### config.mk
export PLATFORM = sky130hd
export DESIGN_NAME = echo_peak_auto_gain_stepper_flat
export DESIGN_NICKNAME = d
export VERILOG_FILES = /design/src/hw/rtl/eps_pkg.sv /design/src/hw/rtl/eps_if.sv /design/src/hw/rtl/eps_cfg.sv /design/src/hw/rtl/eps_front.sv /design/src/hw/rtl/eps_queue.sv /design/src/hw/rtl/eps_back.sv /design/src/hw/rtl/echo_peak_auto_gain_stepper.sv /design/src/flat_wrapper.sv
export SDC_FILE = /design/constraint.sdc
export NUM_CORES = 1
export LEC_CHECK = 0
export BUFFER_PORTS_ARGS = -buffer_cell sky130_fd_sc_hd__buf_4
export CORE_MARGIN = 1
export CORE_UTILIZATION = 54
export DETAILED_ROUTE_END_ITERATION = 12
export PLACE_DENSITY_LB_ADDON = 0.2
export SLEW_MARGIN = 20
export SYNTH_ARGS = -nofsm -noshare
export SYNTH_HDL_FRONTEND = slang
export SYNTH_SLANG_ARGS = --single-unit
export TNS_END_PERCENT = 50
### constraint.sdc
create_clock -name clk -period 9.44 [get_ports clk]
set_input_delay 1.416 -clock clk [delete_from_list [all_inputs] [get_ports clk]]
set_output_delay 1.416 -clock clk [all_outputs]
set_load 0.01 [all_outputs]
### src/hw/rtl/eps_pkg.sv
package eps_pkg;

    localparam int PEAK_W  = 16;
    localparam int GAIN_W  = 12;
    localparam int PCT_W   = 7;
    localparam int FS_W    = 16;
    localparam int ST_W    = 2;
    localparam int PADDR_W = 5;
    localparam int PDATA_W = 32;

    localparam int QUEUE_DEPTH_DEF = 2;

    // Products peak*100 and target*full_scale both stay below 2**23.
    localparam int PROD_W = 23;
    localparam int ERR_W  = PROD_W + 1;

    localparam int PCT_FULL = 100;

    // The error is off by more than 0.001 % whenever 1000*|err| > full_scale.
    // Any |err| of EXACT_LIM or more clears every 16-bit full scale.
    localparam int EXACT_SCALE = 1000;
    localparam int EXACT_LIM   = 66;
    localparam int EXACT_IDX_W = 7;
    localparam int EXACT_W     = 17;

    localparam int STEP_W = 3;
    localparam logic [STEP_W-1:0] STEP_COARSE = 3'd6;
    localparam logic [STEP_W-1:0] STEP_FINE   = 3'd1;

    localparam logic [GAIN_W-1:0] GAIN_MAX = '1;

    localparam logic              RST_MODE           = 1'b0;
    localparam logic [PCT_W-1:0]  RST_TARGET_PCT     = 7'd80;
    localparam logic [FS_W-1:0]   RST_FULL_SCALE     = 16'd255;
    localparam logic [GAIN_W-1:0] RST_MIN_GAIN       = 12'd0;
    localparam logic [GAIN_W-1:0] RST_MAX_TOTAL_GAIN = 12'd2200;
    localparam logic [GAIN_W-1:0] RST_START_GAIN     = 12'd0;
    localparam logic [GAIN_W-1:0] RST_START_REF_GAIN = 12'd0;

    typedef enum logic [2:0] {
        REG_MODE           = 3'd0,
        REG_TARGET_PCT     = 3'd1,
        REG_FULL_SCALE     = 3'd2,
        REG_MIN_GAIN       = 3'd3,
        REG_MAX_TOTAL_GAIN = 3'd4,
        REG_START_GAIN     = 3'd5,
        REG_START_REF_GAIN = 3'd6
    } reg_idx_t;

    typedef enum logic [ST_W-1:0] {
        ST_RUNNING = 2'd0,
        ST_DONE    = 2'd1,
        ST_FAILED  = 2'd2,
        ST_IDLE    = 2'd3
    } status_t;

    typedef enum logic {
        CMD_START  = 1'b0,
        CMD_SAMPLE = 1'b1
    } cmd_t;

    typedef enum logic {
        MODE_BASE = 1'b0,
        MODE_REF  = 1'b1
    } mode_t;

    typedef struct packed {
        mode_t             mode;
        logic [PCT_W-1:0]  target_pct;
        logic [FS_W-1:0]   full_scale;
        logic [GAIN_W-1:0] min_gain;
        logic [GAIN_W-1:0] max_total_gain;
        logic [GAIN_W-1:0] start_gain;
        logic [GAIN_W-1:0] start_ref_gain;
    } cfg_t;

    typedef struct packed {
        cmd_t cmd;
        logic above;
        logic coarse;
        logic off_target;
        logic inexact;
    } cls_t;

endpackage

### src/hw/rtl/eps_if.sv
interface eps_in_if import eps_pkg::*; ();
    logic              valid;
    logic              ready;
    logic              command;
    logic [PEAK_W-1:0] peak_amp;

    modport source (output valid, output command, output peak_amp, input ready);
    modport sink (input valid, input command, input peak_amp, output ready);
endinterface

interface eps_out_if import eps_pkg::*; ();
    logic              valid;
    logic              ready;
    logic [GAIN_W-1:0] base_gain_out;
    logic [GAIN_W-1:0] ref_gain_out;
    logic [ST_W-1:0]   status;

    modport source (output valid, output base_gain_out, output ref_gain_out, output status,
                    input ready);
    modport sink (input valid, input base_gain_out, input ref_gain_out, input status,
                  output ready);
endinterface

### src/hw/rtl/eps_cfg.sv
module eps_cfg import eps_pkg::*;
(
    input  logic               clk,
    input  logic               rst_n,
    input  logic               psel,
    input  logic               penable,
    input  logic               pwrite,
    input  logic [PADDR_W-1:0] paddr,
    input  logic [PDATA_W-1:0] pwdata,
    output logic [PDATA_W-1:0] prdata,
    output logic               pready,
    output cfg_t               cfg
);

    cfg_t     cfg_reg;
    cfg_t     cfg_next;
    reg_idx_t idx;
    logic     wr_en;

    assign pready = 1'b1;
    assign idx    = reg_idx_t'(paddr[PADDR_W-1:2]);
    assign wr_en  = psel && penable && pwrite && pready;
    assign cfg    = cfg_reg;

    always_comb
    begin
        cfg_next = cfg_reg;
        if (wr_en)
        begin
            unique case (idx)
                REG_MODE:           cfg_next.mode           = mode_t'(pwdata[0]);
                REG_TARGET_PCT:     cfg_next.target_pct     = pwdata[PCT_W-1:0];
                REG_FULL_SCALE:     cfg_next.full_scale     = pwdata[FS_W-1:0];
                REG_MIN_GAIN:       cfg_next.min_gain       = pwdata[GAIN_W-1:0];
                REG_MAX_TOTAL_GAIN: cfg_next.max_total_gain = pwdata[GAIN_W-1:0];
                REG_START_GAIN:     cfg_next.start_gain     = pwdata[GAIN_W-1:0];
                REG_START_REF_GAIN: cfg_next.start_ref_gain = pwdata[GAIN_W-1:0];
                default:            cfg_next = cfg_reg;
            endcase
        end
    end

    always_comb
    begin
        unique case (idx)
            REG_MODE:           prdata = PDATA_W'(cfg_reg.mode);
            REG_TARGET_PCT:     prdata = PDATA_W'(cfg_reg.target_pct);
            REG_FULL_SCALE:     prdata = PDATA_W'(cfg_reg.full_scale);
            REG_MIN_GAIN:       prdata = PDATA_W'(cfg_reg.min_gain);
            REG_MAX_TOTAL_GAIN: prdata = PDATA_W'(cfg_reg.max_total_gain);
            REG_START_GAIN:     prdata = PDATA_W'(cfg_reg.start_gain);
            REG_START_REF_GAIN: prdata = PDATA_W'(cfg_reg.start_ref_gain);
            default:            prdata = '0;
        endcase
    end

    always_ff @(posedge clk or negedge rst_n)
    begin
        if (!rst_n)
        begin
            cfg_reg.mode           <= mode_t'(RST_MODE);
            cfg_reg.target_pct     <= RST_TARGET_PCT;
            cfg_reg.full_scale     <= RST_FULL_SCALE;
            cfg_reg.min_gain       <= RST_MIN_GAIN;
            cfg_reg.max_total_gain <= RST_MAX_TOTAL_GAIN;
            cfg_reg.start_gain     <= RST_START_GAIN;
            cfg_reg.start_ref_gain <= RST_START_REF_GAIN;
        end
        else
        begin
            cfg_reg <= cfg_next;
        end
    end

endmodule

### src/hw/rtl/eps_front.sv
module eps_front import eps_pkg::*;
(
    input  logic   clk,
    input  logic   rst_n,
    input  cfg_t   cfg,
    eps_in_if.sink sample_ch,
    input  logic   q_full,
    output logic   push,
    output cls_t   push_data
);

    logic                     valid_reg;
    logic                     valid_next;
    cmd_t                     cmd_reg;
    logic [PROD_W-1:0]        peak_prod_reg;
    logic [PROD_W-1:0]        tgt_prod_reg;
    logic [FS_W-1:0]          fs_reg;
    logic [FS_W-1:0]          fs_eff;
    logic                     accept;
    logic signed [ERR_W-1:0]  err;
    logic [PROD_W-1:0]        aerr;
    logic [PROD_W-1:0]        fs_wide;
    logic [PROD_W-1:0]        fs5;
    logic [EXACT_W-1:0]       aerr_scaled;

    assign fs_eff          = (cfg.full_scale == '0) ? FS_W'(1) : cfg.full_scale;
    assign sample_ch.ready = !valid_reg || !q_full;
    assign accept          = sample_ch.valid && sample_ch.ready;
    assign push            = valid_reg && !q_full;

    always_comb
    begin
        valid_next = valid_reg;
        if (accept)
        begin
            valid_next = 1'b1;
        end
        else if (push)
        begin
            valid_next = 1'b0;
        end
    end

    always_ff @(posedge clk or negedge rst_n)
    begin
        if (!rst_n)
        begin
            valid_reg <= 1'b0;
        end
        else
        begin
            valid_reg <= valid_next;
        end
    end

    always_ff @(posedge clk)
    begin
        if (accept)
        begin
            cmd_reg       <= cmd_t'(sample_ch.command);
            peak_prod_reg <= PROD_W'(sample_ch.peak_amp) * PROD_W'(PCT_FULL);
            tgt_prod_reg  <= PROD_W'(cfg.target_pct) * PROD_W'(fs_eff);
            fs_reg        <= fs_eff;
        end
    end

    always_comb
    begin
        err         = $signed({1'b0, peak_prod_reg}) - $signed({1'b0, tgt_prod_reg});
        aerr        = err[ERR_W-1] ? PROD_W'(-err) : PROD_W'(err);
        fs_wide     = PROD_W'(fs_reg);
        fs5         = (fs_wide << 2) + fs_wide;
        aerr_scaled = EXACT_W'(aerr[EXACT_IDX_W-1:0]) * EXACT_W'(EXACT_SCALE);

        push_data.cmd        = cmd_reg;
        push_data.above      = !err[ERR_W-1] && (err != '0);
        push_data.coarse     = aerr > fs5;
        push_data.off_target = aerr > fs_wide;
        push_data.inexact    = (aerr >= PROD_W'(EXACT_LIM)) ||
                               (aerr_scaled > EXACT_W'(fs_reg));
    end

endmodule

### src/hw/rtl/eps_queue.sv
module eps_queue import eps_pkg::*;
#(
    parameter int DEPTH = QUEUE_DEPTH_DEF
)
(
    input  logic clk,
    input  logic rst_n,
    input  logic push,
    input  cls_t push_data,
    output logic full,
    output logic pop_valid,
    output cls_t pop_data,
    input  logic pop
);

    localparam int PTR_W = $clog2(DEPTH);
    localparam int CNT_W = $clog2(DEPTH + 1);

    cls_t             mem_reg [DEPTH];
    logic [PTR_W-1:0] wr_ptr_reg;
    logic [PTR_W-1:0] wr_ptr_next;
    logic [PTR_W-1:0] rd_ptr_reg;
    logic [PTR_W-1:0] rd_ptr_next;
    logic [CNT_W-1:0] cnt_reg;
    logic [CNT_W-1:0] cnt_next;

    assign full      = (cnt_reg == CNT_W'(DEPTH));
    assign pop_valid = (cnt_reg != '0);
    assign pop_data  = mem_reg[rd_ptr_reg];

    always_comb
    begin
        wr_ptr_next = wr_ptr_reg;
        rd_ptr_next = rd_ptr_reg;
        cnt_next    = cnt_reg;
        if (push)
        begin
            wr_ptr_next = (wr_ptr_reg == PTR_W'(DEPTH - 1)) ? '0 : wr_ptr_reg + 1'b1;
        end
        if (pop)
        begin
            rd_ptr_next = (rd_ptr_reg == PTR_W'(DEPTH - 1)) ? '0 : rd_ptr_reg + 1'b1;
        end
        if (push && !pop)
        begin
            cnt_next = cnt_reg + 1'b1;
        end
        else if (pop && !push)
        begin
            cnt_next = cnt_reg - 1'b1;
        end
    end

    always_ff @(posedge clk or negedge rst_n)
    begin
        if (!rst_n)
        begin
            wr_ptr_reg <= '0;
            rd_ptr_reg <= '0;
            cnt_reg    <= '0;
        end
        else
        begin
            wr_ptr_reg <= wr_ptr_next;
            rd_ptr_reg <= rd_ptr_next;
            cnt_reg    <= cnt_next;
        end
    end

    always_ff @(posedge clk)
    begin
        if (push)
        begin
            mem_reg[wr_ptr_reg] <= push_data;
        end
    end

`ifndef NO_ASSERTIONS
    a_no_overflow: assert property (@(posedge clk) disable iff (!rst_n)
        !(push && full && !pop))
        else $error("word written into a full queue");

    a_cnt_range: assert property (@(posedge clk) disable iff (!rst_n)
        cnt_reg <= CNT_W'(DEPTH))
        else $error("queue fill count out of range");

    a_no_underflow: assert property (@(posedge clk) disable iff (!rst_n)
        pop |-> pop_valid)
        else $error("word read from an empty queue");
`endif

endmodule

### src/hw/rtl/eps_back.sv
module eps_back import eps_pkg::*;
(
    input  logic       clk,
    input  logic       rst_n,
    input  cfg_t       cfg,
    input  logic       pop_valid,
    input  cls_t       pop_data,
    output logic       pop,
    eps_out_if.source  result_ch
);

    localparam int SW = GAIN_W + 3;

    logic              out_valid_reg;
    logic              out_valid_next;
    logic [GAIN_W-1:0] base_gain_reg;
    logic [GAIN_W-1:0] base_gain_next;
    logic [GAIN_W-1:0] ref_gain_reg;
    logic [GAIN_W-1:0] ref_gain_next;
    logic              running_reg;
    logic              running_next;
    status_t           status_reg;
    status_t           status_next;

    logic [STEP_W-1:0] step;
    logic signed [SW-1:0] b_s;
    logic signed [SW-1:0] r_s;
    logic signed [SW-1:0] mn_s;
    logic signed [SW-1:0] mx_s;
    logic signed [SW-1:0] st_s;
    logic signed [SW-1:0] adj_s;
    logic signed [SW-1:0] dec_s;
    logic signed [SW-1:0] lo_s;
    logic signed [SW-1:0] hi_s;
    logic [GAIN_W-1:0]    new_gain;
    logic [GAIN_W:0]      sum0;
    logic [GAIN_W:0]      sum1;
    logic                 fail;

    function automatic logic [GAIN_W-1:0] sat_gain(input logic signed [SW-1:0] v);
        logic [GAIN_W-1:0] res;
        if (v < 0)
        begin
            res = '0;
        end
        else if (v > $signed({{(SW-GAIN_W){1'b0}}, GAIN_MAX}))
        begin
            res = GAIN_MAX;
        end
        else
        begin
            res = v[GAIN_W-1:0];
        end
        return res;
    endfunction

    assign pop                     = pop_valid && (!out_valid_reg || result_ch.ready);
    assign result_ch.valid         = out_valid_reg;
    assign result_ch.base_gain_out = base_gain_reg;
    assign result_ch.ref_gain_out  = ref_gain_reg;
    assign result_ch.status        = status_reg;

    always_comb
    begin
        step  = pop_data.coarse ? STEP_COARSE : STEP_FINE;
        b_s   = $signed({{(SW-GAIN_W){1'b0}}, base_gain_reg});
        r_s   = $signed({{(SW-GAIN_W){1'b0}}, ref_gain_reg});
        mn_s  = $signed({{(SW-GAIN_W){1'b0}}, cfg.min_gain});
        mx_s  = $signed({{(SW-GAIN_W){1'b0}}, cfg.max_total_gain});
        st_s  = $signed({{(SW-STEP_W){1'b0}}, step});
        adj_s = (cfg.mode == MODE_REF) ? r_s : b_s;
        dec_s = adj_s - st_s;
        lo_s  = (dec_s > mn_s) ? dec_s : mn_s;
        if (cfg.mode == MODE_REF)
        begin
            hi_s = r_s + st_s;
        end
        else
        begin
            hi_s = (b_s + r_s + st_s > mx_s) ? mx_s - r_s : b_s + st_s;
        end
        new_gain = sat_gain(pop_data.above ? lo_s : hi_s);
        sum0     = {1'b0, new_gain} + {1'b0, ref_gain_reg};
        sum1     = {1'b0, base_gain_reg} + {1'b0, new_gain};
        if (cfg.mode == MODE_REF)
        begin
            fail = (new_gain == '0) || (sum1 > {1'b0, cfg.max_total_gain});
        end
        else
        begin
            fail = ((new_gain == cfg.min_gain) || (sum0 == {1'b0, cfg.max_total_gain}))
                   && pop_data.inexact;
        end
    end

    always_comb
    begin
        base_gain_next = base_gain_reg;
        ref_gain_next  = ref_gain_reg;
        running_next   = running_reg;
        status_next    = status_reg;
        out_valid_next = out_valid_reg;
        if (result_ch.ready)
        begin
            out_valid_next = 1'b0;
        end
        if (pop)
        begin
            out_valid_next = 1'b1;
            if (pop_data.cmd == CMD_START)
            begin
                base_gain_next = cfg.start_gain;
                ref_gain_next  = cfg.start_ref_gain;
                running_next   = 1'b1;
                status_next    = ST_RUNNING;
            end
            else if (!running_reg)
            begin
                status_next = ST_IDLE;
            end
            else
            begin
                if (cfg.mode == MODE_REF)
                begin
                    ref_gain_next = new_gain;
                end
                else
                begin
                    base_gain_next = new_gain;
                end
                if (fail)
                begin
                    status_next  = ST_FAILED;
                    running_next = 1'b0;
                end
                else if (pop_data.off_target)
                begin
                    status_next = ST_RUNNING;
                end
                else
                begin
                    status_next  = ST_DONE;
                    running_next = 1'b0;
                end
            end
        end
    end

    always_ff @(posedge clk or negedge rst_n)
    begin
        if (!rst_n)
        begin
            out_valid_reg <= 1'b0;
            base_gain_reg <= '0;
            ref_gain_reg  <= '0;
            running_reg   <= 1'b0;
            status_reg    <= ST_IDLE;
        end
        else
        begin
            out_valid_reg <= out_valid_next;
            base_gain_reg <= base_gain_next;
            ref_gain_reg  <= ref_gain_next;
            running_reg   <= running_next;
            status_reg    <= status_next;
        end
    end

`ifndef NO_ASSERTIONS
    a_start_runs: assert property (@(posedge clk) disable iff (!rst_n)
        (pop && pop_data.cmd == CMD_START) |=>
            (running_reg && out_valid_reg && status_reg == ST_RUNNING))
        else $error("start word did not begin a run");

    a_idle_holds: assert property (@(posedge clk) disable iff (!rst_n)
        (pop && pop_data.cmd == CMD_SAMPLE && !running_reg) |=>
            (status_reg == ST_IDLE && $stable(base_gain_reg) && $stable(ref_gain_reg)))
        else $error("sample while idle changed the gains");

    a_stall_holds: assert property (@(posedge clk) disable iff (!rst_n)
        (out_valid_reg && !result_ch.ready) |=>
            ($stable(base_gain_reg) && $stable(ref_gain_reg) && $stable(running_reg)))
        else $error("gain state moved while a result waited");

    a_end_stops: assert property (@(posedge clk) disable iff (!rst_n)
        (out_valid_reg && (status_reg == ST_DONE || status_reg == ST_FAILED)) |-> !running_reg)
        else $error("run still active after done or fail");
`endif

endmodule

### src/hw/rtl/echo_peak_auto_gain_stepper.sv
// Echo peak auto gain stepper.
// The sample channel takes one word per cycle while ready is high:
// command 0 starts a run and loads the start gains, command 1 carries a
// peak amplitude sample. Every accepted word yields exactly one result
// word on the result channel with the base gain, the reference gain and a
// status code. The APB port holds the seven setup registers at byte
// addresses 4*i; they must be written only while no word is in flight,
// as the block itself does not enforce this. The front stage registers
// the error products, a short queue holds classified words, and the back
// stage registers the new gains. One word per cycle is sustained while the
// receiver takes results; the back stage gain update loop sets that rate.
// When the receiver stalls, the result register holds its word, the queue
// fills, and the sample channel drops ready once front stage and queue are
// full. Reset clears both gains, leaves the block idle, empties the queue
// and restores the register defaults.
module echo_peak_auto_gain_stepper import eps_pkg::*;
#(
    parameter int QUEUE_DEPTH = QUEUE_DEPTH_DEF
)
(
    input  logic               clk,
    input  logic               rst_n,
    input  logic               psel,
    input  logic               penable,
    input  logic               pwrite,
    input  logic [PADDR_W-1:0] paddr,
    input  logic [PDATA_W-1:0] pwdata,
    output logic [PDATA_W-1:0] prdata,
    output logic               pready,
    eps_in_if.sink             sample_ch,
    eps_out_if.source          result_ch
);

    cfg_t cfg;
    logic push;
    cls_t push_data;
    logic q_full;
    logic pop_valid;
    cls_t pop_data;
    logic pop;

    eps_cfg u_cfg
    (
        .clk     (clk),
        .rst_n   (rst_n),
        .psel    (psel),
        .penable (penable),
        .pwrite  (pwrite),
        .paddr   (paddr),
        .pwdata  (pwdata),
        .prdata  (prdata),
        .pready  (pready),
        .cfg     (cfg)
    );

    eps_front u_front
    (
        .clk       (clk),
        .rst_n     (rst_n),
        .cfg       (cfg),
        .sample_ch (sample_ch),
        .q_full    (q_full),
        .push      (push),
        .push_data (push_data)
    );

    eps_queue #(
        .DEPTH (QUEUE_DEPTH)
    ) u_queue
    (
        .clk       (clk),
        .rst_n     (rst_n),
        .push      (push),
        .push_data (push_data),
        .full      (q_full),
        .pop_valid (pop_valid),
        .pop_data  (pop_data),
        .pop       (pop)
    );

    eps_back u_back
    (
        .clk       (clk),
        .rst_n     (rst_n),
        .cfg       (cfg),
        .pop_valid (pop_valid),
        .pop_data  (pop_data),
        .pop       (pop),
        .result_ch (result_ch)
    );

endmodule
### src/flat_wrapper.sv
// flat-port wrapper written by rule: the top's interface ports become plain ports
module echo_peak_auto_gain_stepper_flat import eps_pkg::*;
#(
    parameter int QUEUE_DEPTH = QUEUE_DEPTH_DEF
)
  (clk, rst_n, psel, penable, pwrite, paddr, pwdata, prdata, pready, sample_ch_valid, sample_ch_command, sample_ch_peak_amp, sample_ch_ready, result_ch_valid, result_ch_base_gain_out, result_ch_ref_gain_out, result_ch_status, result_ch_ready);
  eps_in_if sample_ch_i ();
  eps_out_if result_ch_i ();
  input  logic clk;
  input  logic rst_n;
  input  logic psel;
  input  logic penable;
  input  logic pwrite;
  input  logic [PADDR_W-1:0] paddr;
  input  logic [PDATA_W-1:0] pwdata;
  output logic [PDATA_W-1:0] prdata;
  output logic pready;
  input wire logic [$bits(sample_ch_i.valid)-1:0] sample_ch_valid;
  input wire logic [$bits(sample_ch_i.command)-1:0] sample_ch_command;
  input wire logic [$bits(sample_ch_i.peak_amp)-1:0] sample_ch_peak_amp;
  output wire logic [$bits(sample_ch_i.ready)-1:0] sample_ch_ready;
  output wire logic [$bits(result_ch_i.valid)-1:0] result_ch_valid;
  output wire logic [$bits(result_ch_i.base_gain_out)-1:0] result_ch_base_gain_out;
  output wire logic [$bits(result_ch_i.ref_gain_out)-1:0] result_ch_ref_gain_out;
  output wire logic [$bits(result_ch_i.status)-1:0] result_ch_status;
  input wire logic [$bits(result_ch_i.ready)-1:0] result_ch_ready;
  assign sample_ch_i.valid = sample_ch_valid;
  assign sample_ch_i.command = sample_ch_command;
  assign sample_ch_i.peak_amp = sample_ch_peak_amp;
  assign sample_ch_ready = sample_ch_i.ready;
  assign result_ch_valid = result_ch_i.valid;
  assign result_ch_base_gain_out = result_ch_i.base_gain_out;
  assign result_ch_ref_gain_out = result_ch_i.ref_gain_out;
  assign result_ch_status = result_ch_i.status;
  assign result_ch_i.ready = result_ch_ready;
  echo_peak_auto_gain_stepper #(.QUEUE_DEPTH(QUEUE_DEPTH)) u_core (.clk(clk), .rst_n(rst_n), .psel(psel), .penable(penable), .pwrite(pwrite), .paddr(paddr), .pwdata(pwdata), .prdata(prdata), .pready(pready), .sample_ch(sample_ch_i), .result_ch(result_ch_i));
endmodule
* Word level (Yosys, flattened, before mapping)
Memories as Yosys holds them, arrays and structs flattened.
Cells that the tools add are included.
** Storage, ports and cells
- RAM bits :: 10
- Word-level logic and storage cells :: 133
- Flip-flop bits (word level) :: 166
- Input bits :: 61
- Memories :: 1
** Memory list
- u_core.u_queue.mem_reg :: words 2, bits a word 5, read ports 1, clocked after Yosys merged registers in 0, wr ports 1, line eps_queue.sv:19 : cls_t mem_reg [DEPTH];
** Operators by class
- $lt $le $gt $ge :: 9
- Multipliers :: 3
- Multiplexer cells :: 36
- Equality and inequality tests :: 12
- Reduce and logical (&&, ||, !) cells :: 37
- Add/subtract/negate cells :: 15
** Operators with widths (count)
- case mux 16 bit (7 select lines) :: 1
- 2-to-1 mux 12 bit :: 9
- 2-to-1 mux 15 bit :: 4
- adder 12 x 12 -> 13 bit :: 3
- adder 12 x 3 -> 13 bit :: 2
- nonzero test 24 bit :: 1
- subtractor 23 x 23 -> 24 bit :: 1
- >= comparator 23 x 7 -> 1 bit, second input constant :: 1
- > comparator 23 x 16 -> 1 bit :: 1
- > comparator 23 x 19 -> 1 bit :: 1
- multiplier 7 x 16 -> 23 bit :: 1
- 2-to-1 mux 23 bit :: 1
- negator 23 bit :: 1
- multiplier 16 x 5 -> 21 bit, second input constant :: 1
- adder 18 x 16 -> 19 bit :: 1
- > comparator 17 x 16 -> 1 bit :: 1
- logical NOT 16 bit :: 1
- 2-to-1 mux 16 bit :: 1
- > comparator 15 x 13 -> 1 bit, second input constant :: 1
- < comparator 15 x 1 -> 1 bit, second input constant :: 1
- adder 13 x 3 -> 14 bit :: 1
- > comparator 14 x 12 -> 1 bit :: 1
- multiplier 7 x 7 -> 14 bit, second input constant :: 1
- 2-to-1 mux 1 bit :: 14
- 25 further kinds :: 61

* Logic depth before layout (Yosys ltp)
Gate-level depths: netlist (run 1).
An unclocked memory read counts as a cell.
- Depth after elaboration :: 18
- Gate-level depth with buffers :: 49

* Modules after synthesis
Synthesis (run 1) repeated with hierarchy kept, for this count alone.
** Unflattened totals
- Cells, all modules :: 2521
- Area, all modules :: 22721.8 um^2
** By module, submodules not included
- eps_front :: times used 1, cells each 1322, sequential area each 1856.8 um^2, area each 11664.9 um^2
- eps_back :: times used 1, cells each 907, sequential area each 703.2 um^2, area each 6864.1 um^2
- eps_cfg :: times used 1, cells each 260, sequential area each 1819.2 um^2, area each 3633.5 um^2
- eps_queue :: times used 1, cells each 32, sequential area each 400.4 um^2, area each 559.3 um^2

* Least setup slack after synthesis (run 1)
OpenSTA, ideal clock, no wires.
- Kind :: register to register
- Start point :: reg u_core.u_queue.rd_ptr_reg
- End point :: reg u_core.u_back.status_reg[1] (netlist: u_core.u_back.result_ch.status[1])
- Buffers on the path :: 2
- Path slack :: 0.666 ns
- Arrival time :: 8.692 ns
- Stages on the path, launching flop included :: 47
- Path through :: dfrtp_1 -> buf_4 -> mux2i_1 -> inv_1 -> fa_1 -> inv_1 -> fa_1 -> nor2b_1 -> o21bai_1 -> a21oi_2 -> nor3_1 -> o21bai_1 -> a21oi_1 -> xnor2_1 -> ha_1 -> nand4_1 -> or3_1 -> a21oi_1 -> [... 11 more ...] -> o21ai_0 -> a21boi_0 -> o21ai_0 -> a21boi_0 -> nor2_1 -> ha_1 -> a21o_1 -> a21o_1 -> a21oi_1 -> o21ai_0 -> a21o_1 -> a21oi_1 -> nor2b_1 -> o32ai_1 -> a31oi_1 -> a41o_1 -> a211o_1 -> o31a_1
** Between the ends
- Longest elaborated chain between the ends :: 18
- Elaborated cells on any way between the ends :: 29
- Those cells by class :: add/sub (6); order compare (5); eq/ne (2); mux (11); reduce/logical (4); memory (1)
** Ends and longest elaborated chain
- start, declared :: line eps_queue.sv:22 : logic [PTR_W-1:0] rd_ptr_reg;
- start signal, assigned :: line eps_queue.sv:65 : rd_ptr_reg <= rd_ptr_next;
- memory (2 x 5 bit) (*)
- parallel branches: the longest is 16 deep, another holds > comparator 15 x 13 -> 1 bit
- 2-to-1 mux 2 bit (*) :: line eps_back.sv:110 : if (pop_data.cmd == CMD_START)
- end signal, assigned :: line eps_back.sv:165 : status_reg <= status_next;
- end, declared :: line eps_back.sv:22 : status_t status_reg;
Mark *: on every way between the ends.
A chain may end at the register's enable or synchronous reset.

* Worst setup path in the final report (run 1)
Ends and elaborated chain as after synthesis.

==> flow_summary.toml, run 1 <==
[clock_network]
clk_pin_slew_worst_paths_ns = 0.08
cts_max_path_buffers = 2
cts-root-buf = "clkbuf_16"
h-tree-depth = 4
cts.sinks = 176
numCtsBuffers = 17
cts_tree = "yes"
clk_latency_ns = 0.46

[floorplan]
io_pins = 122
die_width_um = 204
core_mm2 = 0.0400
initial_core_util = 0.552
die_area_mm2 = 0.0417
rows = 73
fp.dieH_um = 204

[worst_setup_path]
cp_common_cell = "ha_1"
r2r-start = "u_core.u_queue.rd_ptr_reg$_DFFE_PN0P_"
worstPathMaxFanout = 5
worstSetupPathType = "reg2reg"
critPathLaunchType = "flop"
required_ns = 9.83
r2r-end = "u_core.u_back.result_ch.status[1]$_DFFE_PN1P_"
cp-end-kind = "flop"
max_stage_delay_ns = 0.42
critPathLaunch = "u_core.u_queue.rd_ptr_reg$_DFFE_PN0P_"
crit_path_end = "u_core.u_back.result_ch.status[1]$_DFFE_PN1P_"
critPathArrivalTime_ns = 9.39
cpMaxStageDelayCell = "fa_1"
reg2reg_depth = 45
reg2reg_setup_slack_ns = 0.44

[place]
dp_cells = 3009
place_congestion = 0.969
place_ws_ns = 0.268
portBuffers = 86
hpwl_um = 51000
placed_cell_area_mm2 = 0.0234

[cells_and_area]
final_cells = 3045
layout-drive-gt1-share = 0.133
design_area_mm2 = 0.0240
areaGrowthSynthToFinish_pct = 8.78
fin_nets = 2996
antennaDiodeCount = 0
final.fill_count = 3488
largest_reg_flops = 72

[grt]
gr-total-overflow = 0
grt_pass1_vias = 17900
grt_util_all_layers = 0.307
grt_max_degree = 72
grt_pass1_wl_um = 98500
antenna_found_initial = 1

[run]
cap_violations = 0

[sta]
min_period_ns = 9.00
worst_slew_pin_slew_ns = 1.31
hold_violations = 0
setup_viol = 0
fin_ws_ns = 0.443
fmax_mhz = 111
final.setup.tns_ns = 0
slew_headroom = 0.115
finalCritPeriodShare = 0.953
slew_violations = 0
fin_skew_ns = 0.0134

[yosys]
synth_flop_cell = "dfrtp_1"
async_flop_share = 0.597
synth.distinct_cells = 102
synth_edf_count = 71
synthTopCellsByArea = "ha_1 18%, dfrtp_1 10%, fa_1 10%"
synth_commonest_cells = "318 x ha_1, 291 x inv_1, 193 x nand2_1"
syn_inst = 2438
yosys.cell_count.top_type = "ha_1"
syn_avg_cell_area_um2 = 9.06
ys_warn_count = 0
yosysSeqAreaShare = 0.216
synth_top_area_cell = "ha_1"
ys_seq_elements = 176
netlist.area_leader.share = 0.180
syn_area_mm2 = 0.0221

[drt]
wl_per_cell_um = 20.6
drc = 0
routed_wl_um = 62800
detail_route.first_pass.iterations = 5
viasPerCell = 6.06
drtIter0Drc = 1500
vias = 18500
ant_nets = 0

[run_status]
outcome = "complete, no violations"

[worst_hold_path]
hold_path.class = "reg2reg"
==> what timing repair did <==
action	CTS	global route
hold buffers	0	0
buffers inserted	0	4
gates resized for setup	0	16
setup endpoints to repair	0	3
==> placed cells by master (no fill, tap or decap), types with 27 or more instances in the layout <==
cell type  instances
nor2_1           109
o21ai_0           87
a21oi_1          136
xor2_1            54
a21o_1            52
mux2_2            72
nand2_1          192
o21a_1            35
nor3_1            40
ha_1             318
buf_4            143
dfrtp_1           88
fa_1             110
xnor2_1          121
nor2b_1           27
mux2i_1           28
edfxtp_1          71
inv_1            291
and2_1            59
nand3_1           33
==> critical path: cells and delay by family, from the launching register on <==
| family | cells | cell delay (ns) |
|---|---|---|
| buffers and inverters | 5 | 0.60 |
| multiplexers | 1 | 0.24 |
| flip-flops | 1 | 0.36 |
| AO/OA/AOI/OAI | 21 | 3.77 |
| XOR/XNOR | 2 | 0.29 |
| adder cells (fa/ha/maj) | 6 | 1.93 |
| AND/OR/NAND/NOR | 10 | 1.74 |
==> stage by stage <==
| stage | hold slack (ns) | util |
|---|---|---|
| after floorplan | 0.421 | - |
| after global placement | 0.429 | 0.584 |
| after detailed placement | 0.436 | 0.584 |
| after CTS | 0.452 | 0.599 |
| after global routing | 0.480 | 0.601 |
| final | 0.458 | 0.601 |
==> how the worst min path moves through the flow <==
stage / slack [ns] / cells past startpoint / start / endpoint
2_1_floorplan: 0.42 / 0 / u_core.u_front.cmd_reg$_DFFE_PP_ / u_core.u_queue.mem_reg[0][4]$_DFFE_PP_
3_3_place_gp: 0.43 / 0 / u_core.u_front.cmd_reg$_DFFE_PP_ / u_core.u_queue.mem_reg[0][4]$_DFFE_PP_
3_5_place_dp: 0.44 / 0 / u_core.u_front.cmd_reg$_DFFE_PP_ / u_core.u_queue.mem_reg[1][4]$_DFFE_PP_
4_1_cts: 0.45 / 0 / u_core.u_front.cmd_reg$_DFFE_PP_ / u_core.u_queue.mem_reg[0][4]$_DFFE_PP_
5_1_grt: 0.48 / 0 / u_core.u_front.cmd_reg$_DFFE_PP_ / u_core.u_queue.mem_reg[0][4]$_DFFE_PP_
6_report: 0.46 / 0 / u_core.u_front.cmd_reg$_DFFE_PP_ / u_core.u_queue.mem_reg[0][4]$_DFFE_PP_
==> final cells by class <==
cell class,instances,area [um^2],area share
repair buffers,143,1070,0.0447
well taps,525,657,0.0273
clock inverters,14,161,0.00671
inverters,292,1100,0.0456
multi-input cells,1877,15800,0.659
clock buffers,18,429,0.0179
flip-flops and latches,176,4780,0.199
==> cell families after synthesis <==
family / share of synthesized area
compound gates: 0.172
xor+xnor: 0.0713
fa+ha+maj: 0.280
buf+inv: 0.0724
flops: 0.216
mux: 0.0498
other cells: 0.000340
simple gates: 0.138
==> layer usage <==
metal	GRT usage	vias to the layer above	share of wire
met1	0.456	9107	0.47
met4	0.0650	0	0.018
li1	-	8641	-
met3	0.0725	70	0.091
met2	0.447	643	0.42
met5	0	-	0
Power of run 1 is not shown: default switching activity piles up to over one toggle a cycle in this logic, so the estimate is an artifact.
==> run 2: changes to the inputs <==
--- a/config.mk
+++ b/config.mk
@@ -5,11 +5,12 @@
 export SDC_FILE = /design/constraint.sdc
 export NUM_CORES = 1
 export LEC_CHECK = 0
-export BUFFER_PORTS_ARGS = -buffer_cell sky130_fd_sc_hd__buf_4
 export CORE_MARGIN = 1
 export CORE_UTILIZATION = 54
 export DETAILED_ROUTE_END_ITERATION = 12
+export DONT_BUFFER_PORTS = 1
 export PLACE_DENSITY_LB_ADDON = 0.2
+export RECOVER_POWER = 50
 export SLEW_MARGIN = 20
 export SYNTH_ARGS = -nofsm -noshare
 export SYNTH_HDL_FRONTEND = slang
==> run 2 against run 1 <==
  * The flow now finishes with violations (max-capacitance violations, max-slew violations)
  * First-iteration DRC count is 8.2% higher
  * Setup slack worse by 0.023 ns
  * Design area is 2.6% lower
  * Register-to-register slack worse by 0.02 ns
  * Clock skew rose by 0.0065 ns
  * Critical path depth increased by 1
  * Via count down 1.4%
  * Fmax fell by 0.25%
  * Routed wire length up 0.57%
  * Critical path type unchanged
  * Critical endpoint is now u_core.u_back.running_reg$_DFFE_PN0P_
==> flow_summary.toml, run 2 (synthesis gave the netlist of run 1 again) <==
[run_status]
outcome = "finished, violations left"
violations = "max-capacitance violations, max-slew violations"

[worst_setup_path]
r2r-end = "u_core.u_back.running_reg$_DFFE_PN0P_"
r2r-start = "u_core.u_queue.rd_ptr_reg$_DFFE_PN0P_"
required_ns = 9.80
critPathLaunchType = "flop"
reg2reg_depth = 46
cp-end-kind = "flop"
worstSetupPathType = "reg2reg"
critPathArrivalTime_ns = 9.38
reg2reg_setup_slack_ns = 0.42
max_stage_delay_ns = 0.40
cpMaxStageDelayCell = "or3_1"
worstPathMaxFanout = 4

[grt]
gr-total-overflow = 0
grt_pass1_wl_um = 98900
grt_pass1_vias = 17800
grt_util_all_layers = 0.307
grt_max_degree = 106
antenna_found_initial = 1

[clock_network]
numCtsBuffers = 17
h-tree-depth = 4
cts_tree = "yes"
cts-root-buf = "clkbuf_16"
clk_latency_ns = 0.45
cts.sinks = 176
cts_max_path_buffers = 2
clk_pin_slew_worst_paths_ns = 0.07

[drt]
drc = 0
viasPerCell = 6.14
ant_nets = 0
detail_route.first_pass.iterations = 5
wl_per_cell_um = 21.3
drtIter0Drc = 1623
routed_wl_um = 63200
vias = 18200

[sta]
fmax_mhz = 111
slew_headroom = -1.34
fin_ws_ns = 0.420
min_period_ns = 9.02
fin_skew_ns = 0.0199
slew_violations = 62
worst_slew_pin_slew_ns = 3.51
finalCritPeriodShare = 0.956
setup_viol = 0
final.setup.tns_ns = 0
hold_violations = 0

[cells_and_area]
mostFrequentLayoutCell = "ha_1"
areaGrowthSynthToFinish_pct = 5.93
antennaDiodeCount = 0
final.fill_count = 3546
fin_util = 0.585
layout-drive-gt1-share = 0.100
largest_reg_flops = 72
fin_nets = 2915
final_cell_mix = "318 x ha_1, 291 x inv_1, 192 x nand2_1"

[place]
portBuffers = 0
place_ws_ns = 0.118
hpwl_um = 50700
place_congestion = 0.967

[floorplan]
die_area_mm2 = 0.0417
core_mm2 = 0.0400
initial_core_util = 0.552
fp.dieH_um = 204
die_width_um = 204
rows = 73
io_pins = 122

[worst_hold_path]
hold_path.class = "reg2reg"
hold_depth = 1
min_to = "u_core.u_queue.wr_ptr_reg$_DFFE_PN0P_"
hp-start = "u_core.u_queue.wr_ptr_reg$_DFFE_PN0P_"

[run]
cap_violations = 1
run 2: repair_timing:
item                                   CTS  global route
endpoints found under the hold margin    0             0
hold buffers                             0             0
resized for setup                        0            22
setup buffers                            0            10
setup endpoints to repair                0             3
run 2: cell type report:
| cell class | instances | area, um^2 | share of cell area |
|---|---|---|---|
| flip-flops and latches | 176 | 4780 | 0.204 |
| inverters | 292 | 1100 | 0.0468 |
| clock buffers | 19 | 433 | 0.0185 |
| multi-input cells | 1877 | 15800 | 0.677 |
| clock inverters | 13 | 139 | 0.00593 |
| repair buffers | 62 | 459 | 0.0196 |
| well taps | 525 | 657 | 0.0281 |
run 2: worst max-delay path: cells and delay by family, from the launching register on:
family                     cells  cell delay [ns]
AOI/OAI and AO/OA             23             4.28
adders and majority gates      6             1.78
and+or+nand+nor                8             1.25
muxes                          2             0.52
buffers and inverters          5             0.46
DFF                            1             0.37
xor gates and xnor gates       2             0.22
run 2: worst max path at each step:
stage / start / to / slack [ns] / cells after the start
2_1_floorplan: u_core.u_queue.rd_ptr_reg$_DFFE_PN0P_ / u_core.u_back.result_ch.status[1]$_DFFE_PN1P_ / 0.67 / 46
3_3_place_gp: u_core.u_queue.rd_ptr_reg$_DFFE_PN0P_ / u_core.u_back.result_ch.status[1]$_DFFE_PN1P_ / 0.40 / 46
3_5_place_dp: u_core.u_queue.rd_ptr_reg$_DFFE_PN0P_ / u_core.u_back.running_reg$_DFFE_PN0P_ / 0.12 / 45
4_1_cts: u_core.u_queue.rd_ptr_reg$_DFFE_PN0P_ / u_core.u_back.running_reg$_DFFE_PN0P_ / 0.12 / 45
5_1_grt: u_core.u_queue.rd_ptr_reg$_DFFE_PN0P_ / u_core.u_back.running_reg$_DFFE_PN0P_ / -0.07 / 46
6_report: u_core.u_queue.rd_ptr_reg$_DFFE_PN0P_ / u_core.u_back.running_reg$_DFFE_PN0P_ / 0.42 / 46
run 2: stage by stage:
stage | hold slack [ns] | cells | cell area [um^2]
final | 0.495 | 2964 | 23400
after global routing | 0.539 | 2964 | 23400
after detailed placement | 0.480 | 2921 | 22700
after CTS | 0.493 | 2953 | 23300
after global placement | 0.476 | 2921 | 22700
after floorplan | 0.421 | 2453 | 22200
run 2: metal layers:
layer  up-vias  track usage  wire [um]
li1       8485            -          -
met1      8922        0.457      29600
met2       713        0.447      26300
met3        76       0.0746       6170
met4         2       0.0610       1110
met5         -            0         13
Power of run 2 is left out for the same reason.
